--- src/rtl/dscq_pkg.sv ---
// Shared types and constants for the dial settle and chatter qualifier.
// Holds action codes, register indexes, reset values and the result word layout.
// No dependencies.
package dscq_pkg;

  // Action codes carried in the input word's tuser
  typedef enum logic [2:0] {
    ACT_SET_BANK   = 3'd0,
    ACT_DIAL       = 3'd1,
    ACT_SET_PAUSE  = 3'd2,
    ACT_SNAPSHOT   = 3'd3,
    ACT_SELECT_NOW = 3'd4,
    ACT_TICK       = 3'd5
  } action_t;

  // Configuration register indexes
  localparam logic [1:0] REG_SETTLE       = 2'd0;
  localparam logic [1:0] REG_SWEEP_SETTLE = 2'd1;
  localparam logic [1:0] REG_SWEEP_WINDOW = 2'd2;
  localparam logic [1:0] REG_CHATTER_SPAN = 2'd3;

  localparam int CfgIndexWidth = 2;
  localparam int CfgDataWidth  = 16;

  // Register reset values
  localparam logic [15:0] SETTLE_RST       = 16'd1000;
  localparam logic [15:0] SWEEP_SETTLE_RST = 16'd2000;
  localparam logic [15:0] SWEEP_WINDOW_RST = 16'd2000;
  localparam logic [7:0]  CHATTER_SPAN_RST = 8'd1;

  // ASCII range folded to upper case
  localparam logic [7:0] LOWER_A   = 8'h61;
  localparam logic [7:0] LOWER_Z   = 8'h7a;
  localparam logic [7:0] CASE_STEP = 8'h20;

  localparam int InDataWidth  = 56;   // 49 field bits, padded to bytes
  localparam int OutDataWidth = 120;  // 118 field bits, padded to bytes

  // Result word, first field in the highest bits
  typedef struct packed {
    logic [31:0] reading_total;
    logic [31:0] ignored_total;
    logic [31:0] apply_total;
    logic        settling;
    logic        chatter_active;
    logic        restart_forced;
    logic        tuned;
    logic        out_paused;
    logic [7:0]  out_position;
    logic [7:0]  out_bank;
    logic        applied_now;
  } result_t;

endpackage

--- src/rtl/dial_settle_chatter_qualifier.sv ---
// Dial settle and chatter qualifier: top level, single module.
// Depends on dscq_pkg for action codes, register indexes and the result layout.
// The result word is registered and appears in the cycle after its input word is accepted.
// Throughput: one word per cycle; the input side stalls only while the result
// register holds a word that the output side has not taken.
// Reset (rst, synchronous, active high) clears all qualifier state and counters
// and loads the configuration registers with their default values.
module dial_settle_chatter_qualifier (
  input  logic                                  clk,
  input  logic                                  rst,
  // Configuration write port
  input  logic                                  cfg_wr_en,
  input  logic [dscq_pkg::CfgIndexWidth-1:0]    cfg_index,
  input  logic [dscq_pkg::CfgDataWidth-1:0]     cfg_data,
  // Input stream
  input  logic                                  s_tvalid,
  output logic                                  s_tready,
  // tdata: now_ms[31:0], bank_code[39:32], dial_position[47:40],
  //        pause_request[48], zero pad [55:49]
  input  logic [dscq_pkg::InDataWidth-1:0]      s_tdata,
  // tuser: action[2:0]
  input  logic [2:0]                            s_tuser,
  // Output stream
  output logic                                  m_tvalid,
  input  logic                                  m_tready,
  // tdata: applied_now[0], out_bank[8:1], out_position[16:9], out_paused[17],
  //        tuned[18], restart_forced[19], chatter_active[20], settling[21],
  //        apply_total[53:22], ignored_total[85:54], reading_total[117:86],
  //        zero pad [119:118]
  output logic [dscq_pkg::OutDataWidth-1:0]     m_tdata
);

  // ---------------------------------------------------------------------------
  // Configuration registers
  // ---------------------------------------------------------------------------
  logic [15:0] settle_ms;
  logic [15:0] sweep_settle_ms;
  logic [15:0] sweep_window_ms;
  logic [7:0]  chatter_span;

  always_ff @(posedge clk) begin
    if (rst) begin
      settle_ms       <= dscq_pkg::SETTLE_RST;
      sweep_settle_ms <= dscq_pkg::SWEEP_SETTLE_RST;
      sweep_window_ms <= dscq_pkg::SWEEP_WINDOW_RST;
      chatter_span    <= dscq_pkg::CHATTER_SPAN_RST;
    end else if (cfg_wr_en) begin
      case (cfg_index)
        dscq_pkg::REG_SETTLE:       settle_ms       <= cfg_data;
        dscq_pkg::REG_SWEEP_SETTLE: sweep_settle_ms <= cfg_data;
        dscq_pkg::REG_SWEEP_WINDOW: sweep_window_ms <= cfg_data;
        dscq_pkg::REG_CHATTER_SPAN: chatter_span    <= cfg_data[7:0];
        default: ;
      endcase
    end
  end

  // ---------------------------------------------------------------------------
  // Qualifier state
  // ---------------------------------------------------------------------------
  logic        have_desired, have_desired_next;
  logic [7:0]  desired_bank, desired_bank_next;
  logic [7:0]  desired_position, desired_position_next;
  logic        desired_pause, desired_pause_next;
  logic        have_applied, have_applied_next;
  logic [7:0]  applied_bank, applied_bank_next;
  logic [7:0]  applied_position, applied_position_next;
  logic        applied_pause, applied_pause_next;
  logic [31:0] deadline, deadline_next;
  logic        have_reading_time, have_reading_time_next;
  logic [31:0] last_reading_time, last_reading_time_next;
  logic        have_last, have_last_next;
  logic        have_previous, have_previous_next;
  logic [7:0]  last_position, last_position_next;
  logic [7:0]  previous_position, previous_position_next;
  logic        chatter_flag, chatter_flag_next;
  logic [7:0]  pair_low, pair_low_next;
  logic [7:0]  pair_high, pair_high_next;
  logic        force_restart, force_restart_next;
  logic [31:0] apply_count, apply_count_next;
  logic [31:0] ignore_count, ignore_count_next;
  logic [31:0] reading_count, reading_count_next;

  // Result register
  logic                out_valid;
  dscq_pkg::result_t   result, result_next;

  // ---------------------------------------------------------------------------
  // Input word unpack
  // ---------------------------------------------------------------------------
  logic [31:0] now_ms;
  logic [7:0]  bank_raw;
  logic [7:0]  bank_code;
  logic [7:0]  dial_position;
  logic        pause_request;
  logic [2:0]  action;
  logic        accept;

  assign now_ms        = s_tdata[31:0];
  assign bank_raw      = s_tdata[39:32];
  assign dial_position = s_tdata[47:40];
  assign pause_request = s_tdata[48];
  assign action        = s_tuser;

  // Take a new word whenever the result register is empty or being drained
  assign s_tready = !out_valid || m_tready;
  assign accept   = s_tvalid && s_tready;

  // Fold lower-case bank letters to upper case
  always_comb begin
    bank_code = bank_raw;
    if (bank_raw inside {[dscq_pkg::LOWER_A:dscq_pkg::LOWER_Z]}) begin
      bank_code = bank_raw - dscq_pkg::CASE_STEP;
    end
  end

  // ---------------------------------------------------------------------------
  // Shared compares
  // ---------------------------------------------------------------------------
  logic        pending_now;     // desired differs from applied, before this word
  logic        deadline_passed; // signed wrap compare of now against deadline
  logic [31:0] since_deadline;
  logic [31:0] since_reading;
  logic        mid_turn;        // previous reading inside the sweep window
  logic [8:0]  fwd_diff;
  logic [8:0]  back_diff;
  logic        span_hit;        // reading is chatter_span away from the last one
  logic        in_pair;
  logic        xyx_hit;

  assign pending_now = have_desired &&
                       (!have_applied || desired_bank != applied_bank ||
                        desired_position != applied_position ||
                        desired_pause != applied_pause);

  assign since_deadline  = now_ms - deadline;
  assign deadline_passed = !since_deadline[31];

  assign since_reading = now_ms - last_reading_time;
  assign mid_turn      = have_reading_time && (since_reading <= {16'd0, sweep_window_ms});

  // A negative difference never matches the span, so a 9-bit difference is enough
  assign fwd_diff  = {1'b0, last_position} - {1'b0, dial_position};
  assign back_diff = {1'b0, dial_position} - {1'b0, last_position};
  assign span_hit  = (fwd_diff == {1'b0, chatter_span}) ||
                     (back_diff == {1'b0, chatter_span});

  assign in_pair = (dial_position == pair_low) || (dial_position == pair_high);
  assign xyx_hit = have_previous && (dial_position == previous_position) && span_hit;

  // ---------------------------------------------------------------------------
  // Next state for one accepted word
  // ---------------------------------------------------------------------------
  logic applied_flag;

  always_comb begin
    have_desired_next      = have_desired;
    desired_bank_next      = desired_bank;
    desired_position_next  = desired_position;
    desired_pause_next     = desired_pause;
    have_applied_next      = have_applied;
    applied_bank_next      = applied_bank;
    applied_position_next  = applied_position;
    applied_pause_next     = applied_pause;
    deadline_next          = deadline;
    have_reading_time_next = have_reading_time;
    last_reading_time_next = last_reading_time;
    have_last_next         = have_last;
    have_previous_next     = have_previous;
    last_position_next     = last_position;
    previous_position_next = previous_position;
    chatter_flag_next      = chatter_flag;
    pair_low_next          = pair_low;
    pair_high_next         = pair_high;
    force_restart_next     = force_restart;
    apply_count_next       = apply_count;
    ignore_count_next      = ignore_count;
    reading_count_next     = reading_count;
    applied_flag           = 1'b0;

    case (action)
      dscq_pkg::ACT_SET_BANK: begin
        // Drop a bank request that repeats the desired one
        if (!(have_desired && bank_code == desired_bank)) begin
          desired_bank_next = bank_code;
          have_desired_next = 1'b1;
          deadline_next     = now_ms;
        end
      end
      dscq_pkg::ACT_DIAL: begin
        reading_count_next     = reading_count + 32'd1;
        // Every reading shifts the position history and stamps the time
        previous_position_next = last_position;
        have_previous_next     = have_last;
        last_position_next     = dial_position;
        have_last_next         = 1'b1;
        have_reading_time_next = 1'b1;
        last_reading_time_next = now_ms;
        if (chatter_flag && in_pair) begin
          // Reading bounces inside the latched pair: count it and hold the target
          ignore_count_next = ignore_count + 32'd1;
        end else begin
          chatter_flag_next = 1'b0;
          if (xyx_hit) begin
            chatter_flag_next = 1'b1;
            if (dial_position < last_position) begin
              pair_low_next  = dial_position;
              pair_high_next = last_position;
            end else begin
              pair_low_next  = last_position;
              pair_high_next = dial_position;
            end
          end
          desired_position_next = dial_position;
          have_desired_next     = 1'b1;
          // Restart the settle: long while sweeping, short for a lone reading
          deadline_next = now_ms + {16'd0, (mid_turn ? sweep_settle_ms : settle_ms)};
        end
      end
      dscq_pkg::ACT_SET_PAUSE: begin
        if (!(have_desired && pause_request == desired_pause)) begin
          desired_pause_next = pause_request;
          have_desired_next  = 1'b1;
          deadline_next      = now_ms;
        end
      end
      dscq_pkg::ACT_SNAPSHOT, dscq_pkg::ACT_SELECT_NOW: begin
        // Clear chatter history and force a re-apply at the event time
        chatter_flag_next     = 1'b0;
        have_last_next        = 1'b0;
        have_previous_next    = 1'b0;
        desired_bank_next     = bank_code;
        desired_position_next = dial_position;
        if (action == dscq_pkg::ACT_SNAPSHOT) begin
          desired_pause_next = pause_request;
        end else begin
          force_restart_next = 1'b1;
        end
        have_desired_next = 1'b1;
        deadline_next     = now_ms;
        have_applied_next = 1'b0;
      end
      dscq_pkg::ACT_TICK: begin
        if (pending_now && deadline_passed) begin
          applied_bank_next     = desired_bank;
          applied_position_next = desired_position;
          applied_pause_next    = desired_pause;
          have_applied_next     = 1'b1;
          apply_count_next      = apply_count + 32'd1;
          force_restart_next    = 1'b0;
          applied_flag          = 1'b1;
        end
      end
      default: ;  // unused codes leave the state alone
    endcase

    result_next.applied_now    = applied_flag;
    result_next.out_bank       = applied_bank_next;
    result_next.out_position   = applied_position_next;
    result_next.out_paused     = applied_pause_next;
    result_next.tuned          = have_applied_next;
    result_next.restart_forced = force_restart_next;
    result_next.chatter_active = chatter_flag_next;
    result_next.settling       = have_desired_next &&
                                 (!have_applied_next ||
                                  desired_bank_next != applied_bank_next ||
                                  desired_position_next != applied_position_next ||
                                  desired_pause_next != applied_pause_next);
    result_next.apply_total    = apply_count_next;
    result_next.ignored_total  = ignore_count_next;
    result_next.reading_total  = reading_count_next;
  end

  // ---------------------------------------------------------------------------
  // State registers: advance on every accepted word
  // ---------------------------------------------------------------------------
  always_ff @(posedge clk) begin
    if (rst) begin
      have_desired      <= 1'b0;
      desired_bank      <= '0;
      desired_position  <= '0;
      desired_pause     <= 1'b0;
      have_applied      <= 1'b0;
      applied_bank      <= '0;
      applied_position  <= '0;
      applied_pause     <= 1'b0;
      deadline          <= '0;
      have_reading_time <= 1'b0;
      last_reading_time <= '0;
      have_last         <= 1'b0;
      have_previous     <= 1'b0;
      last_position     <= '0;
      previous_position <= '0;
      chatter_flag      <= 1'b0;
      pair_low          <= '0;
      pair_high         <= '0;
      force_restart     <= 1'b0;
      apply_count       <= '0;
      ignore_count      <= '0;
      reading_count     <= '0;
    end else if (accept) begin
      have_desired      <= have_desired_next;
      desired_bank      <= desired_bank_next;
      desired_position  <= desired_position_next;
      desired_pause     <= desired_pause_next;
      have_applied      <= have_applied_next;
      applied_bank      <= applied_bank_next;
      applied_position  <= applied_position_next;
      applied_pause     <= applied_pause_next;
      deadline          <= deadline_next;
      have_reading_time <= have_reading_time_next;
      last_reading_time <= last_reading_time_next;
      have_last         <= have_last_next;
      have_previous     <= have_previous_next;
      last_position     <= last_position_next;
      previous_position <= previous_position_next;
      chatter_flag      <= chatter_flag_next;
      pair_low          <= pair_low_next;
      pair_high         <= pair_high_next;
      force_restart     <= force_restart_next;
      apply_count       <= apply_count_next;
      ignore_count      <= ignore_count_next;
      reading_count     <= reading_count_next;
    end
  end

  // ---------------------------------------------------------------------------
  // Result register: load on accept, hold while the output side stalls
  // ---------------------------------------------------------------------------
  always_ff @(posedge clk) begin
    if (rst) begin
      out_valid <= 1'b0;
    end else if (accept) begin
      out_valid <= 1'b1;
    end else if (m_tready) begin
      out_valid <= 1'b0;
    end
  end

  always_ff @(posedge clk) begin
    if (accept) begin
      result <= result_next;
    end
  end

  assign m_tvalid = out_valid;
  assign m_tdata  = {{(dscq_pkg::OutDataWidth - $bits(dscq_pkg::result_t)){1'b0}}, result};

  // ---------------------------------------------------------------------------
  // Assertions
  // ---------------------------------------------------------------------------
  // A word that applied the setting leaves nothing settling and reports tuned
  a_apply_settles: assert property (@(posedge clk) disable iff (rst)
    (out_valid && result.applied_now) |-> (!result.settling && result.tuned))
    else $error("applied word still reports settling");

  // The apply counter moves only on an accepted tick that applies
  a_apply_count: assert property (@(posedge clk) disable iff (rst)
    !(accept && applied_flag) |=> (apply_count == $past(apply_count)))
    else $error("apply counter moved without an apply");

  // A latched chatter pair is ordered
  a_pair_order: assert property (@(posedge clk) disable iff (rst)
    chatter_flag |-> (pair_low <= pair_high))
    else $error("chatter pair out of order");

  // A pending restart always waits for an apply
  a_restart_unapplied: assert property (@(posedge clk) disable iff (rst)
    force_restart |-> !have_applied)
    else $error("restart pending while setting is applied");

  // Ignored readings are always counted as readings too
  a_ignore_counts: assert property (@(posedge clk) disable iff (rst)
    (ignore_count != $past(ignore_count)) |->
      (reading_count == $past(reading_count) + 32'd1))
    else $error("ignored reading not counted");

endmodule
--- config.mk ---
export PLATFORM = sky130hd
export DESIGN_NAME = dial_settle_chatter_qualifier
export DESIGN_NICKNAME = d
export VERILOG_FILES = /design/src/rtl/dscq_pkg.sv /design/src/rtl/dial_settle_chatter_qualifier.sv
export SDC_FILE = /design/constraint.sdc
export NUM_CORES = 1
export LEC_CHECK = 0
export ABC_AREA = 0
export BUFFER_PORTS_ARGS = -buffer_cell sky130_fd_sc_hd__buf_2
export CORE_UTILIZATION = 60
export CTS_CLUSTER_SIZE = 20
export DETAILED_ROUTE_END_ITERATION = 7
export GPL_ROUTABILITY_DRIVEN = 0
export PLACE_DENSITY = 0.8
export SYNTH_ARGS = -nofsm -noshare
export SYNTH_HDL_FRONTEND = slang
export SYNTH_SLANG_ARGS = --single-unit
export TNS_END_PERCENT = 100
--- constraint.sdc ---
create_clock -name clk -period 17.4 [get_ports clk]
set_input_delay 3.48 -clock clk [delete_from_list [all_inputs] [get_ports clk]]
set_output_delay 3.48 -clock clk [all_outputs]
set_load 0.05 [all_outputs]
==> flow_summary.json <==
{
  "yosysSeqAreaShare": 0.420,
  "timing.slew.headroom": 0.202,
  "power.static_leakage_nw": 10.1,
  "p_total_w": 0.00233,
  "vias": 18800,
  "path_class": "in2reg",
  "cap_violations": 0,
  "cp.required_ns": 17.89,
  "drt_wl_total_mm": 53.5,
  "grt_overflow_total": 0,
  "vdd.ir_drop.worst_uv": 124,
  "cp.depth": 37,
  "period_share": 0.624,
  "p_switching_w": 0.000630,
  "synth_seq_cells": 408,
  "die-height_um": 195,
  "status": "completed",
  "powerDensity_nw_per_um2": 93.0,
  "start_util": 0.609,
  "drive_gt1_frac": 0.116,
  "finalMaxSlewViolations": 0,
  "yosysTopAreaCell": "dfxtp_1",
  "grt_max_degree": 124,
  "whs_path_depth": 2,
  "synth_edf_count": 118,
  "r2r_cells": 37,
  "rows": 70,
  "final_util": 0.684,
  "synth_cells": 2606,
  "cts_made_buffers": 44,
  "die_w_um": 195,
  "cts_hold_buf": 0,
  "cts_sinks": 408,
  "setup_tns_ns": 0,
  "grt_pass1_vias": 17700,
  "path_delay_family": "compound AO/OA/AOI/OAI gates",
  "ant_nets": 0,
  "yosys_warnings": 0,
  "final-seq-area_um2": 9350,
  "hold_viol": 0,
  "synth_top_area_frac": 0.261,
  "grt_pass1_wl_mm": 86.7,
  "tightestPinTransition_ns": 1.19,
  "slowest_stage": "a2111oi_0",
  "synthTopCellsByCount": "nand2_1 (426), dfxtp_1 (290), nor2_1 (283), a21oi_1 (202), xnor2_1 (161)",
  "postCtsSetupBuffers": 0,
  "syn_to_final_growth_pct": 12.3,
  "p_clk_frac": 0.416,
  "io_pins": 204,
  "power_frac_comb": 0.141,
  "hold_class": "reg2reg",
  "crit_path_end_kind": "register",
  "yosysMostFrequentCell": "nand2_1",
  "syn_avg_cell_area_um2": 8.55,
  "wl_per_cell_um": 16.5,
  "setup_viol": 0,
  "critPathMaxStageDelay_ns": 0.44,
  "syn_area_um2": 22300,
  "cts_buffer_depth": 3,
  "fillers": 2870,
  "drtIter0Drc": 1438,
  "nNetsFinal": 2941,
  "critPathLaunchType": "input port",
  "cts.repair.resized": 0,
  "portBuffers": 194,
  "cp_num_buf_inv": 3,
  "ys_async_sr_fraction": 0,
  "critical_path_arrival_ns": 11.34,
  "yosysUniqueCellTypes": 73,
  "fin_crit_ns": 10.85,
  "cts_tree": "yes",
  "multiInputGateArea_um2": 12000,
  "clkTransAtPathRegs_ns": 0.06,
  "track_usage": 0.279,
  "reg2reg_from": "last_reading_time[1]",
  "ys.flop_type": "dfxtp_1",
  "dieArea_um2": 37900,
  "diodes": 0,
  "root_buffer": "clkbuf_16",
  "drc": 0,
  "htree_levels": 2,
  "drtPass1Iterations": 5,
  "rsz0062_at_grt": "false",
  "antenna_found_initial": 2,
  "intPower_w": 0.00170,
  "min-delay-start": "last_reading_time[8]",
  "crit_start": "s_tdata[1]",
  "vias_per_cell": 5.79,
  "switching_share": 0.271,
  "clock-skew-final_ns": 0.0182,
  "cp_max_fo": 17,
  "max_freq_mhz": 92.2,
  "synth_area_leaders": "dfxtp_1 (26%), edfxtp_1 (16%), nand2_1 (7.2%)",
  "insertion_delay_ns": 0.59,
  "pwr-share-seq": 0.443,
  "fp.coreArea_um2": 36600,
  "dpl.hpwl_mm": 37.2
}
[state kept, by name (all words and copies together) (netlist names), 16 cells and up]
name and cells:
apply_count 32, sweep_window_ms 16, m_tdata 118, sweep_settle_ms 16, settle_ms 16, ignore_count 32, reading_count 32, last_reading_time 32
deadline 32
[worst reg2reg max path: cells and delay by family (launching register included)]
kind	cells	cell delay (ns)
simple gates	7	1.19
xor+xnor	2	0.33
buf+inv	3	0.47
mux	1	0.42
fa+ha+maj	4	0.91
compound gates	20	4.42
flops	1	0.38
[power groups by stage]
stage / combinational, W / clock, W / sequential (W)
floorplan: 0.000190 / 0 / 0.00110
global placement: 0.000314 / 0 / 0.00105
detailed placement: 0.000324 / 0 / 0.00105
CTS: 0.000326 / 0.000983 / 0.00103
global route: 0.000359 / 0.00102 / 0.00103
finish: 0.000328 / 0.000968 / 0.00103
[layout make-up]
cell class	instances	area share
Timing Repair Buffer	208	0.0433
Sequential cell	408	0.374
Clock inverter	25	0.0125
Inverter	137	0.0207
Multi-Input combinational cell	1942	0.479
Clock buffer	55	0.0477
Tap cell	468	0.0234
[final timing paths]
check / slack, ns / end
setup reg to reg: 9.19 / deadline[28]
hold / removal: 0.45 / last_reading_time[8]
setup / recovery: 6.55 / deadline[28]
hold reg to reg: 0.45 / last_reading_time[8]
[logic make-up after synthesis]
group | count (synthesis) | synth area share
buf+inv | 257 | 0.0438
flops | 408 | 0.420
mux | 59 | 0.0277
other cells | 1 | 0.000168
xor+xnor | 288 | 0.113
simple gates | 1011 | 0.200
fa+ha+maj | 118 | 0.0676
compound gates | 464 | 0.128
[cell usage in the layout, fill, tap and decap left out, drive strengths merged, types with 15 or more instances in the layout]
cell type	Yosys	final
edfxtp	118	118
buf	16	207
inv	135	136
or3	30	30
nand4	38	38
dfxtp	290	290
clkbuf	104	56
clkinv	2	18
mux2	18	18
o21ai	86	86
a21oi	202	202
nand3	80	80
xnor2	161	161
nand2	426	426
xor2	127	127
nor2	283	283
nand2b	18	18
mux2i	41	41
ha	114	114
o21a	17	17
nor4	15	15
and3	27	27
nor3	39	39
a211oi	40	40
a21o	28	28
[layer usage]
metal	routed length [um]	GRT usage	up-vias
met4	1930	0.120	4
met5	27	0	-
met2	25300	0.467	609
met3	3430	0.0441	125
li1	-	-	9178
met1	22800	0.357	8857
[through the flow]
step	setup WS (ns)	hold WS, ns	cells	cell area (um2)
floorplan	7.32	0.433	2607	22300
global placement	6.23	0.440	3163	23500
detailed placement	6.10	0.446	3163	23500
CTS	6.64	0.453	3243	25000
global route	5.91	0.463	3243	25000
finish	6.55	0.452	3243	25000
Power figures use the tool's default switching activity.
